## src/design/palette_fade_interpolator_assert.svh

```systemverilog
// ---------------------------------------------------------------------------
// Assertion macros shared by the palette fade interpolator
// Same-cycle and next-cycle implication checks, reset disables both.
// ---------------------------------------------------------------------------
`ifndef PALETTE_FADE_INTERPOLATOR_ASSERT_SVH
`define PALETTE_FADE_INTERPOLATOR_ASSERT_SVH

// Antecedent implies consequent on the same edge
`define PFI_ASSERT_SAME(label, ck, rs, ante, cons, msg) \
  label: assert property (@(posedge ck) disable iff (rs) (ante) |-> (cons)) \
    else $error(msg);

// Antecedent implies consequent on the following edge
`define PFI_ASSERT_NEXT(label, ck, rs, ante, cons, msg) \
  label: assert property (@(posedge ck) disable iff (rs) (ante) |=> (cons)) \
    else $error(msg);

`endif

```

## src/design/pfi_pkg.sv

```systemverilog
// ---------------------------------------------------------------------------
// pfi_pkg
// Shared codes, command and status types and the YUV packing function.
// ---------------------------------------------------------------------------
`timescale 1ns / 1ps

package pfi_pkg;

  // Request codes
  localparam logic [1:0] REQ_LOAD = 2'd0;
  localparam logic [1:0] REQ_FADE = 2'd1;
  localparam logic [1:0] REQ_SET  = 2'd2;

  // Configuration register indexes
  localparam logic [1:0] CFG_FIRST_COLOR = 2'd0;
  localparam logic [1:0] CFG_COLOR_SPAN  = 2'd1;
  localparam logic [1:0] CFG_NUM_STEPS   = 2'd2;

  // Configuration reset values
  localparam logic [7:0] FIRST_COLOR_RST = 8'd0;
  localparam logic [7:0] COLOR_SPAN_RST  = 8'd255;
  localparam logic [7:0] NUM_STEPS_RST   = 8'd16;

  // Quotient bits produced by the divider, one per cycle
  localparam int DIV_STEPS = 8;

  localparam logic [7:0] YUV_BIAS = 8'd128;

  typedef struct packed {
    logic capture;
    logic read;
    logic mul;
    logic div_step;
    logic write;
  } pfi_cmd_t;

  typedef struct packed {
    logic div_last;
  } pfi_status_t;

  // Y = sum/4, U = 128 + floor((r-b)/4), V = 128 + floor((2g-r-b)/8)
  function automatic logic [23:0] pack_yuv(input logic [7:0] r, input logic [7:0] g,
                                           input logic [7:0] b);
    logic [9:0]         sum;
    logic signed [9:0]  du;
    logic signed [10:0] dv;
    logic [7:0]         y;
    logic [7:0]         u;
    logic [7:0]         v;
    sum = {2'b00, r} + {2'b00, g} + {2'b00, b};
    y   = sum[9:2];
    du  = $signed({2'b00, r}) - $signed({2'b00, b});
    dv  = $signed({2'b00, g, 1'b0}) - $signed({3'b000, r}) - $signed({3'b000, b});
    u   = YUV_BIAS + 8'(du >>> 2);
    v   = YUV_BIAS + 8'(dv >>> 3);
    return {y, u, v};
  endfunction

endpackage

```

## src/design/pfi_ctrl.sv

```systemverilog
// ---------------------------------------------------------------------------
// pfi_ctrl
// Sequencer: capture, palette read, multiply, divide, write back and output.
// ---------------------------------------------------------------------------
`timescale 1ns / 1ps

module pfi_ctrl (
  input  logic                clk,
  input  logic                rst,
  input  logic                in_valid,
  output logic                in_ready,
  output logic                out_valid,
  input  logic                out_ready,
  output pfi_pkg::pfi_cmd_t   cmd,
  input  pfi_pkg::pfi_status_t status
);
  import pfi_pkg::*;

  typedef enum logic [2:0] {
    ST_IDLE,
    ST_READ,
    ST_MUL,
    ST_DIV,
    ST_WRITE
  } state_t;

  state_t state;

  // Refuse words while reset is held
  assign in_ready = (state == ST_IDLE) && !rst;

  // Decode commands from the state
  always_comb begin
    cmd          = '0;
    cmd.capture  = in_ready && in_valid;
    cmd.read     = (state == ST_READ);
    cmd.mul      = (state == ST_MUL);
    cmd.div_step = (state == ST_DIV);
    cmd.write    = (state == ST_WRITE) && (!out_valid || out_ready);
  end

  // Advance state, hold the output word until taken
  always_ff @(posedge clk) begin
    if (rst) begin
      state     <= ST_IDLE;
      out_valid <= 1'b0;
    end else begin
      if (cmd.write) begin
        out_valid <= 1'b1;
      end else if (out_ready) begin
        out_valid <= 1'b0;
      end
      case (state)
        ST_IDLE: begin
          if (in_valid) state <= ST_READ;
        end
        ST_READ:  state <= ST_MUL;
        ST_MUL:   state <= ST_DIV;
        ST_DIV: begin
          if (status.div_last) state <= ST_WRITE;
        end
        ST_WRITE: begin
          if (cmd.write) state <= ST_IDLE;
        end
        default:  state <= ST_IDLE;
      endcase
    end
  end

endmodule

```

## config.mk

```make
export PLATFORM = sky130hd
export DESIGN_NAME = pfi_ctrl
export DESIGN_NICKNAME = d
export VERILOG_FILES = /design/src/design/palette_fade_interpolator_assert.svh /design/src/design/pfi_pkg.sv /design/src/design/pfi_ctrl.sv
export SDC_FILE = /design/constraint.sdc
export NUM_CORES = 1
export LEC_CHECK = 0
export BUFFER_PORTS_ARGS = -buffer_cell sky130_fd_sc_hd__buf_2
export CORE_AREA = 10 10 47 49
export DETAILED_ROUTE_END_ITERATION = 10
export DIE_AREA = 0 0 57 59
export PLACE_DENSITY = 0.43
export SYNTH_ARGS = -nofsm -noshare
export SYNTH_HDL_FRONTEND = slang
export SYNTH_SLANG_ARGS = --single-unit
```

## constraint.sdc

```tcl
create_clock -name clk -period 1.5 [get_ports clk]
set_clock_uncertainty 0.2 [all_clocks]
set_input_delay 0.225 -clock clk [delete_from_list [all_inputs] [get_ports clk]]
set_output_delay 0.225 -clock clk [all_outputs]
set_load 0.01 [all_outputs]
```

# [Word-level counts from Yosys, hierarchy flattened]
# Cells that the tools add are included.
# Widths: inputs -> output; s select.
[op_classes] n_eq_ne=7 mux=6 n_reduce_logical=9
[op_table] operator="$pmux 3 s5" count=1
[op_table] operator="$mux 3" count=3
[op_table] operator="$eq 3x2->1 const B" count=2
[op_table] operator="$ne 2x2->1 const B" count=2
[op_table] operator="$eq 3x1->1 const B" count=1
[op_table] operator="$eq 3x3->1 const B" count=1
[op_table] operator="$logic_and 1x1->1" count=3
[op_table] operator="$logic_not 3->1" count=1
[op_table] operator="$reduce_and 3->1" count=1
[op_table] operator="$logic_not 1->1" count=2
[op_table] operator="$mux 1" count=2
[op_table] operator="$ne 2x1->1 const B" count=1
[op_table] operator="$reduce_bool 2->1" count=1
[op_table] operator="$logic_or 1x1->1" count=1
[word_totals] ff_bits=4 input_bits=5 out_inout_bits=7 word_cells=24

# [Depth between registers and ports, before layout]
# Gate-level depths: netlist of run 1.
[depth] ltp_word=5 depth_mapped=3 mapped_depth_nobuf=2

# [Worst setup path after synthesis of run 1]
# No wires, ideal clock.
[synth_path] kind="reg2out" startpoint="reg state[1]" endpoint="out cmd[4] in the netlist's numbering" arrival_time_ns=1.130 required_ns=1.075 path_slack_ns=-0.055 stages_incl_launch_ff=4 n_path_buf=1 cell_sequence="dfxtp_1 > buf_4 > nor4_1 > and2_1"
[synth_rtl] element="from (decl)" line_no="pfi_ctrl.sv:27" text="state_t state;"
[synth_rtl] element="from (signal assigned)" line_no="pfi_ctrl.sv:45" text="state <= ST_IDLE;"
[synth_rtl] element="from (signal assigned)" line_no="pfi_ctrl.sv:55" text="if (in_valid) state <= ST_READ;"
[synth_rtl] element="from (signal assigned)" line_no="pfi_ctrl.sv:57" text="ST_READ: state <= ST_MUL;"
[synth_rtl] element="to (decl)" line_no="pfi_ctrl.sv:14" text="output pfi_pkg::pfi_cmd_t cmd,"

==> flow_summary.yaml, run 1 <==
detailed_routing:
  dr.pass1.iters: 1
  drtIter0Drc: 0
  num_vias: 241
  vias_per_cell: 4.16
  drc: 0
  ant_nets: 0
  drt_wl_total_microns: 625
  wire_per_inst_microns: 10.8
floorplanning:
  start_util: 0.156
  die_w_microns: 57
  die-area_sq_mm: 0.00336
  io_pins: 12
  core_sq_mm: 0.00140
  rows: 14
  fp.dieH_microns: 59
synth:
  yosys.cell_types.count: 17
  synth_most_common_cell: "dfxtp_1"
  synth_mux_area_frac: 0
  synth-simple-area-share: 0.463
  yosysSeqAreaShare: 0.366
  synth_fa_ha_area_frac: 0
  syn_nets: 28
  synth_xor_area_frac: 0
  synth_top_area_cell: "dfxtp_1"
  avgSynthCellArea_sq_um: 9.52
  syn-cell-area_sq_um: 219
  synth_top_family_by_area: "simple AND/OR/NAND/NOR gates"
  synth_warnings: 0
  synth_area_leaders: "dfxtp_1, nor3b_1, nand2b_1"
  synth_edf_count: 0
  yosysTopAreaCellShare: 0.366
  synth_cells: 23
  synthTopCellsByCount: "dfxtp_1, nand2b_1, nor3b_1, nor4_1"
  synth_compound_area_frac: 0.137
  synthArstFlopShare: 0
  ys_ff_latch: 4
  ys.flop_type: "dfxtp_1"
final_layout:
  fillers: 164
  drive_gt1_frac: 0.714
  layout.area.seq_sq_um: 88.8
  diodes: 0
  final_util: 0.271
  area_growth_pct: 73.1
  multi_input_area_sq_um: 148
  nets: 49
cts:
  htree_levels: 1
  clockBufferDepth: 2
  cts_buffers: 3
  clk_pin_slew_ps: 40
  clock_latency_ps: 230
  cts_sinks: 4
  cts_tree: "yes"
  root_buffer: "clkbuf_4"
  cts_hold_buf: 0
grt:
  grt_pass1_vias: 243
  grt_max_degree: 7
  antenna_found_initial: 0
  grt_overflow_total: 0
  grtUsageTotal: 0.0414
  grt_first_pass_wirelength_mm: 1.04
timing:
  rsz0062_at_grt: "true"
  timing.final.crit_period_ps: 1630
  finalCritPeriodShare: 1.08
  hold_viol_final: 0
  slew_violations: 0
  setup_viol: 2
  worstMarginPinSlew_ps: 250
  timing.hold.ws_ps: 34.4
  tns_ps: -188
  fin_ws_ps: -125
  clock.fmax_mhz: 615
  relSlewSlack: 0.832
run:
  cap_violations: 0
setup_path:
  crit_path_start: "state[1]"
  crit_fanout: 3
  arrival_ps: 1200
  worstPathRequired_ps: 1070
  timing.rr.start: "state[1]"
  critPathKind: "reg -> out"
  end_kind: "output pin"
  cp-start-kind: "register"
pwr:
  p_leak_nw: 0.178
  power_density_mw_per_mm2: 866
  vdd_ir_drop_max_uv: 546
  total_power_w: 0.000328
placement:
  dpl.hpwl_microns: 510
  portBuffers: 11
  gp_congestion: 0.687
run_status:
  violations: "negative setup slack"
  status: "finished, violations left"
worst_hold_path:
  hold_start: "rst"
  min_path_type: "in -> reg"
-- power by group --
| part | internal, W | switching (W) |
|---|---|---|
| logic | 0.0000431 | 0.0000357 |
| registers | 0.000114 | 0.00000604 |
| clock network | 0.0000892 | 0.0000397 |
-- logic make-up (layout without fill, tap and decap cells) --
kind of cell           count (synthesis)  count (layout)
buffers and inverters                  1              20
AO/OA/AOI/OAI                          4               4
AND/OR/NAND/NOR                       14              14
flip-flops                             4               4
-- worst max-delay path: stages (launching register included) --
cell	delay, ps
dfxtp_4	340
or3b_4	390
nor2b_1	110
buf_2	140
-- through the flow --
step | cells | setup WS [ps] | instance area [sq um]
floorplan | 23 | 63.6 | 225
global placement | 53 | 85.1 | 323
detailed placement | 53 | 99.4 | 323
CTS | 58 | -136 | 374
global route | 58 | -181 | 379
finish | 58 | -125 | 379
-- cell usage in the layout (no fill, tap or decap) --
cell      count
nor4_1        1
and2_1        1
nor3b_2       2
or3b_2        1
clkbuf_4      3
nand2b_1      2
a211oi_1      1
and3b_2       1
nor4_2        1
buf_4         6
and3_1        1
a21oi_2       1
nor2b_1       1
or3b_4        1
dfxtp_1       1
o21bai_1      1
nand4b_1      1
dfxtp_4       2
o22ai_1       1
dfxtp_2       1
buf_2        11
nor2_1        1
-- layer usage --
layer,wire length (microns),GRT usage,vias up
met5,0,0,-
met4,0,0.0302,0
met3,57,0.0365,0
met2,234,0.0465,15
met1,333,0.0472,99
li1,-,-,127
-- layout make-up --
class,instances,area share
clock buffers,3,0.0594
repair buffers,17,0.264
well taps,16,0.0528
flip-flops and latches,4,0.234
multi-input cells,18,0.389
-- path summary, 6_finish.rpt --
path                                   to  slack (ps)  cells after the start
worst min-delay path            out_valid          30                      2
worst max register to register   state[2]         240                      3
worst max-delay path               cmd[0]        -130                      3
worst min register to register  out_valid         310                      2
-- timing repair --
| item | in CTS | in global routing |
|---|---|---|
| setup buffers | 2 | 0 |
| pin swaps | 1 | 0 |
| gates resized for setup | 6 | 1 |
| endpoints found under the setup margin | 3 | 6 |
-- registers in the layout, indices dropped and copies added, names as in the netlist --
name / cells
out_valid: 1
state: 3
Power figures use the tool's default switching activity.
==> run 2, diff against run 1 <==
==> constraint.sdc (replaced) <==
create_clock -name clk -period 1.5 [get_ports clk]
set_clock_uncertainty 0.2 [all_clocks]
set_input_delay 0.075 -clock clk [delete_from_list [all_inputs] [get_ports clk]]
set_output_delay 0.075 -clock clk [all_outputs]
set_load 0.01 [all_outputs]
==> flow_summary.yaml, run 2 (synthesized netlist as in run 1, its figures left out) <==
detailed_routing:
  dr.pass1.iters: 4
  drt_wl_total_microns: 654
  ant_nets: 0
  drtIter0Drc: 5
  drc: 0
  wire_per_inst_microns: 10.9
  num_vias: 254
  vias_per_cell: 4.23
grt:
  grtUsageTotal: 0.0428
  grt_overflow_total: 0
  grt_max_degree: 8
  antenna_found_initial: 0
  grt_first_pass_wirelength_mm: 1.11
  grt_pass1_vias: 263
floorplanning:
  io_pins: 12
  die_w_microns: 57
  rows: 14
  core_sq_mm: 0.00140
  fp.dieH_microns: 59
  die-area_sq_mm: 0.00336
  start_util: 0.156
setup_path:
  cp_top_family: "simple AND/OR/NAND/NOR gates"
  arrival_ps: 1220
  cp_slowest_stage_delay_ps: 400
  worst-path-stages: 3
  slowest_stage: "or3b_4"
  end_kind: "output pin"
  worst-r2r-setup-slack_ps: 300
  crit_fanout: 4
  cp_num_buf_inv: 1
  reg2regPathDepth: 2
  cp-start-kind: "register"
  worstPathRequired_ps: 1220
  crit_chain: "or3b_4, nor2b_1, buf_2"
  critPathKind: "reg -> out"
pwr:
  power_density_mw_per_mm2: 844
  vdd_ir_drop_max_uv: 243
  p_leak_nw: 0.177
  total_power_w: 0.000331
cts:
  root_buffer: "clkbuf_4"
  clk_pin_slew_ps: 40
  cts_sinks: 4
  clock_latency_ps: 230
  post-cts-setup-buffers: 0
  cts_tree: "yes"
  htree_levels: 1
  cts_buffers: 3
  clockBufferDepth: 2
run_status:
  status: "completed"
timing:
  finalCritPeriodShare: 0.993
  timing.final.crit_period_ps: 1490
  hold_viol_final: 0
  worstMarginPinSlew_ps: 249
  clock.fmax_mhz: 671
  relSlewSlack: 0.833
  fin_ws_ps: 9.87
  setup_viol: 0
  rsz0062_at_grt: "true"
  slew_violations: 0
final_layout:
  mostFrequentLayoutCell: "buf_2"
  fin_area_sq_um: 392
  top_register: "state"
  final_cell_mix: "buf_2, dlygate4sd3_1, clkbuf_4, buf_4, dfxtp_2"
  top_regs: "state (3), out_valid (1)"
  diodes: 0
  nets: 51
  final_util: 0.279
  drive_gt1_frac: 0.568
  area_growth_pct: 78.9
  largest_register_ffs: 3
placement:
  pre_cts_ws_ps: 240
  place_area_sq_um: 309
  gp_congestion: 0.655
  portBuffers: 11
worst_hold_path:
  min_path_cells: 3
  min_path_type: "in -> out"
run:
  cap_violations: 0
==> run 2: cell count changes in the layout (fill, tap and decap cells not counted), sizes merged <==
cell and delta:
dlygate4sd3 +5, buf -3
==> run 2: worst paths after layout <==
| check | startpoint | to |
|---|---|---|
| worst max-delay path | state[2] | cmd[0] |
| worst min-delay path | rst | in_ready |
| worst max register to register | out_valid | state[2] |
| worst min register to register | out_valid | out_valid |
==> run 2: final cells by class <==
class                      count  area (sq um)
tap                           16          20.0
multi-input combinational     18           138
clock buffer                   3          22.5
sequential                     4          83.8
timing repair buffer          19           128
fill                         167          1010
==> run 2: report_power, final <==
group	internal (W)	switching, W
Clock	0.0000894	0.0000419
Combinational	0.0000428	0.0000323
Sequential	0.000115	0.00000919
Total	0.000247	0.0000834
==> run 2: worst register-to-register path, stage by stage, from the launching register on <==
cell,delay [ps]
dfxtp_1,350
or3b_2,450
o22ai_1,120
==> run 2: routing by layer <==
| metal | GRT usage | routed length [microns] | share of wire | up-vias |
|---|---|---|---|---|
| li1 | - | - | - | 130 |
| met1 | 0.0488 | 324 | 0.50 | 110 |
| met2 | 0.0465 | 217 | 0.33 | 14 |
| met3 | 0.0408 | 111 | 0.17 | 0 |
| met4 | 0.0302 | 0 | 0 | 0 |
| met5 | 0 | 0 | 0 | - |
==> run 2: stage by stage <==
stage	instances	TNS, ps	hold slack, ps
floorplan	23	0	-62.6
global placement	52	0	117
detailed placement	52	0	115
CTS	60	-5.44	241
global route	60	-132	254
finish	60	0	227
==> run 2: repair_timing <==
action                     CTS  global route
hold endpoints to repair     4             0
hold buffers                 5             0
setup endpoints to repair    2             3
resized for setup            2             2
==> run 3, diff against run 2 <==
- BUFFER_PORTS_ARGS: -buffer_cell sky130_fd_sc_hd__buf_2 -> not set
- DONT_BUFFER_PORTS: not set -> 1
- PLACE_DENSITY: 0.43 -> 0.35
==> flow_summary.yaml, run 3 (synthesized netlist as in run 1, its figures left out) <==
run_status:
  status: "completed"
placement:
  portBuffers: 0
  gp_congestion: 0.647
  dpl.hpwl_microns: 462
  place_area_sq_um: 239
timing:
  worstMarginPinSlew_ps: 445
  timing.hold.ws_ps: 103
  slew_violations: 0
  clock.fmax_mhz: 692
  tns_ps: 0
  relSlewSlack: 0.703
  rsz0062_at_grt: "false"
  setup_viol: 0
  timing.final.crit_period_ps: 1450
  hold_viol_final: 0
  finalCritPeriodShare: 0.964
cts:
  clock_latency_ps: 230
  cts_buffers: 3
  root_buffer: "clkbuf_4"
  htree_levels: 1
  post-cts-setup-buffers: 0
  clk_pin_slew_ps: 40
  cts_tree: "yes"
  cts_sinks: 4
  clockBufferDepth: 2
detailed_routing:
  wire_per_inst_microns: 13.9
  drc: 0
  num_vias: 204
  dr.pass1.iters: 1
  vias_per_cell: 4.43
  ant_nets: 0
  drtIter0Drc: 0
  drt_wl_total_microns: 638
final_layout:
  final_cell_mix: "dlygate4sd3_1, clkbuf_4, nand2b_1, nor4_1, dfxtp_2"
  mostFrequentLayoutCell: "dlygate4sd3_1"
  top_regs: "state (3), out_valid (1)"
  largest_register_ffs: 3
  area_growth_pct: 46.3
  diodes: 0
  drive_gt1_frac: 0.433
  nets: 37
  top_register: "state"
  fin_area_sq_um: 320
run:
  cap_violations: 0
grt:
  grt_pass1_vias: 232
  grt_first_pass_wirelength_microns: 972
  antenna_found_initial: 0
  grt_max_degree: 11
  grt_overflow_total: 0
  use_met2: 0.0527
  busiest_layer: "met2"
  grtUsageTotal: 0.0418
  globalRouteMet1Util: 0.0377
  met3_usage: 0.0343
setup_path:
  slowest_stage: "or3b_4"
  cp_top_family: "simple AND/OR/NAND/NOR gates"
  cp_slowest_stage_delay_ps: 420
  arrival_ps: 1170
  cp_num_buf_inv: 0
  worstPathRequired_ps: 1220
  cp-start-kind: "register"
  crit_fanout: 8
  critPathKind: "reg -> out"
  end_kind: "output pin"
  crit_chain: "or3b_4, nor2b_4"
pwr:
  power_density_mw_per_mm2: 950
  vdd_ir_drop_max_uv: 315
  p_leak_nw: 0.121
  total_power_w: 0.000304
floorplanning:
  io_pins: 12
  start_util: 0.156
  fp.dieH_microns: 59
  die_w_microns: 57
  rows: 14
  core_sq_mm: 0.00140
  die-area_sq_mm: 0.00336
worst_hold_path:
  min_path_type: "in -> out"
## run 3: timing repair
action	4_1_cts	5_1_grt
resized for setup	3	4
setup endpoints to repair	1	3
hold buffers	4	0
hold endpoints to repair	4	0
## run 3: routing by layer
layer  part of all wire  up-vias  routed length, microns
li1                   -      101                       -
met2               0.46        8                     295
met5                  0        -                       0
met1               0.44       95                     282
met3              0.094        0                      60
met4                  0        0                       0
## run 3: path summary, 6_finish.rpt
kind	from	endpoint	slack, ps	cells past startpoint
worst max register to register	out_valid	state[2]	250	2
worst max-delay path	state[2]	cmd[0]	50	2
worst min-delay path	in_valid	cmd[4]	100	1
worst min register to register	state[2]	state[1]	270	1
## run 3: area by class of cell
cell class | instances | area [sq um]
fillers | 163 | 1080
flip-flops and latches | 4 | 86.3
well taps | 16 | 20.0
repair buffers | 5 | 47.5
clock buffers | 3 | 22.5
multi-input cells | 18 | 144
## run 3: worst reg2reg max path, delay by kind of cell, from the launching register on
kind,cells,cell delay (ps)
AND/OR/NAND/NOR,1,460
AO/OA/AOI/OAI,1,120
flip-flops,1,400
## run 3: through the flow
step / util / instances / setup slack [ps]
CTS: 0.221 / 46 / 9.66
floorplan: - / 23 / 95.1
global placement: 0.171 / 39 / 143
global route: 0.229 / 46 / 7.47
detailed placement: 0.171 / 39 / 143
finish: 0.229 / 46 / 54.1
## run 3: power breakdown
group          switching, W   total, W  internal, W
combinational     0.0000222  0.0000480    0.0000258
sequential        0.0000140   0.000128     0.000114
clock             0.0000395   0.000129    0.0000892
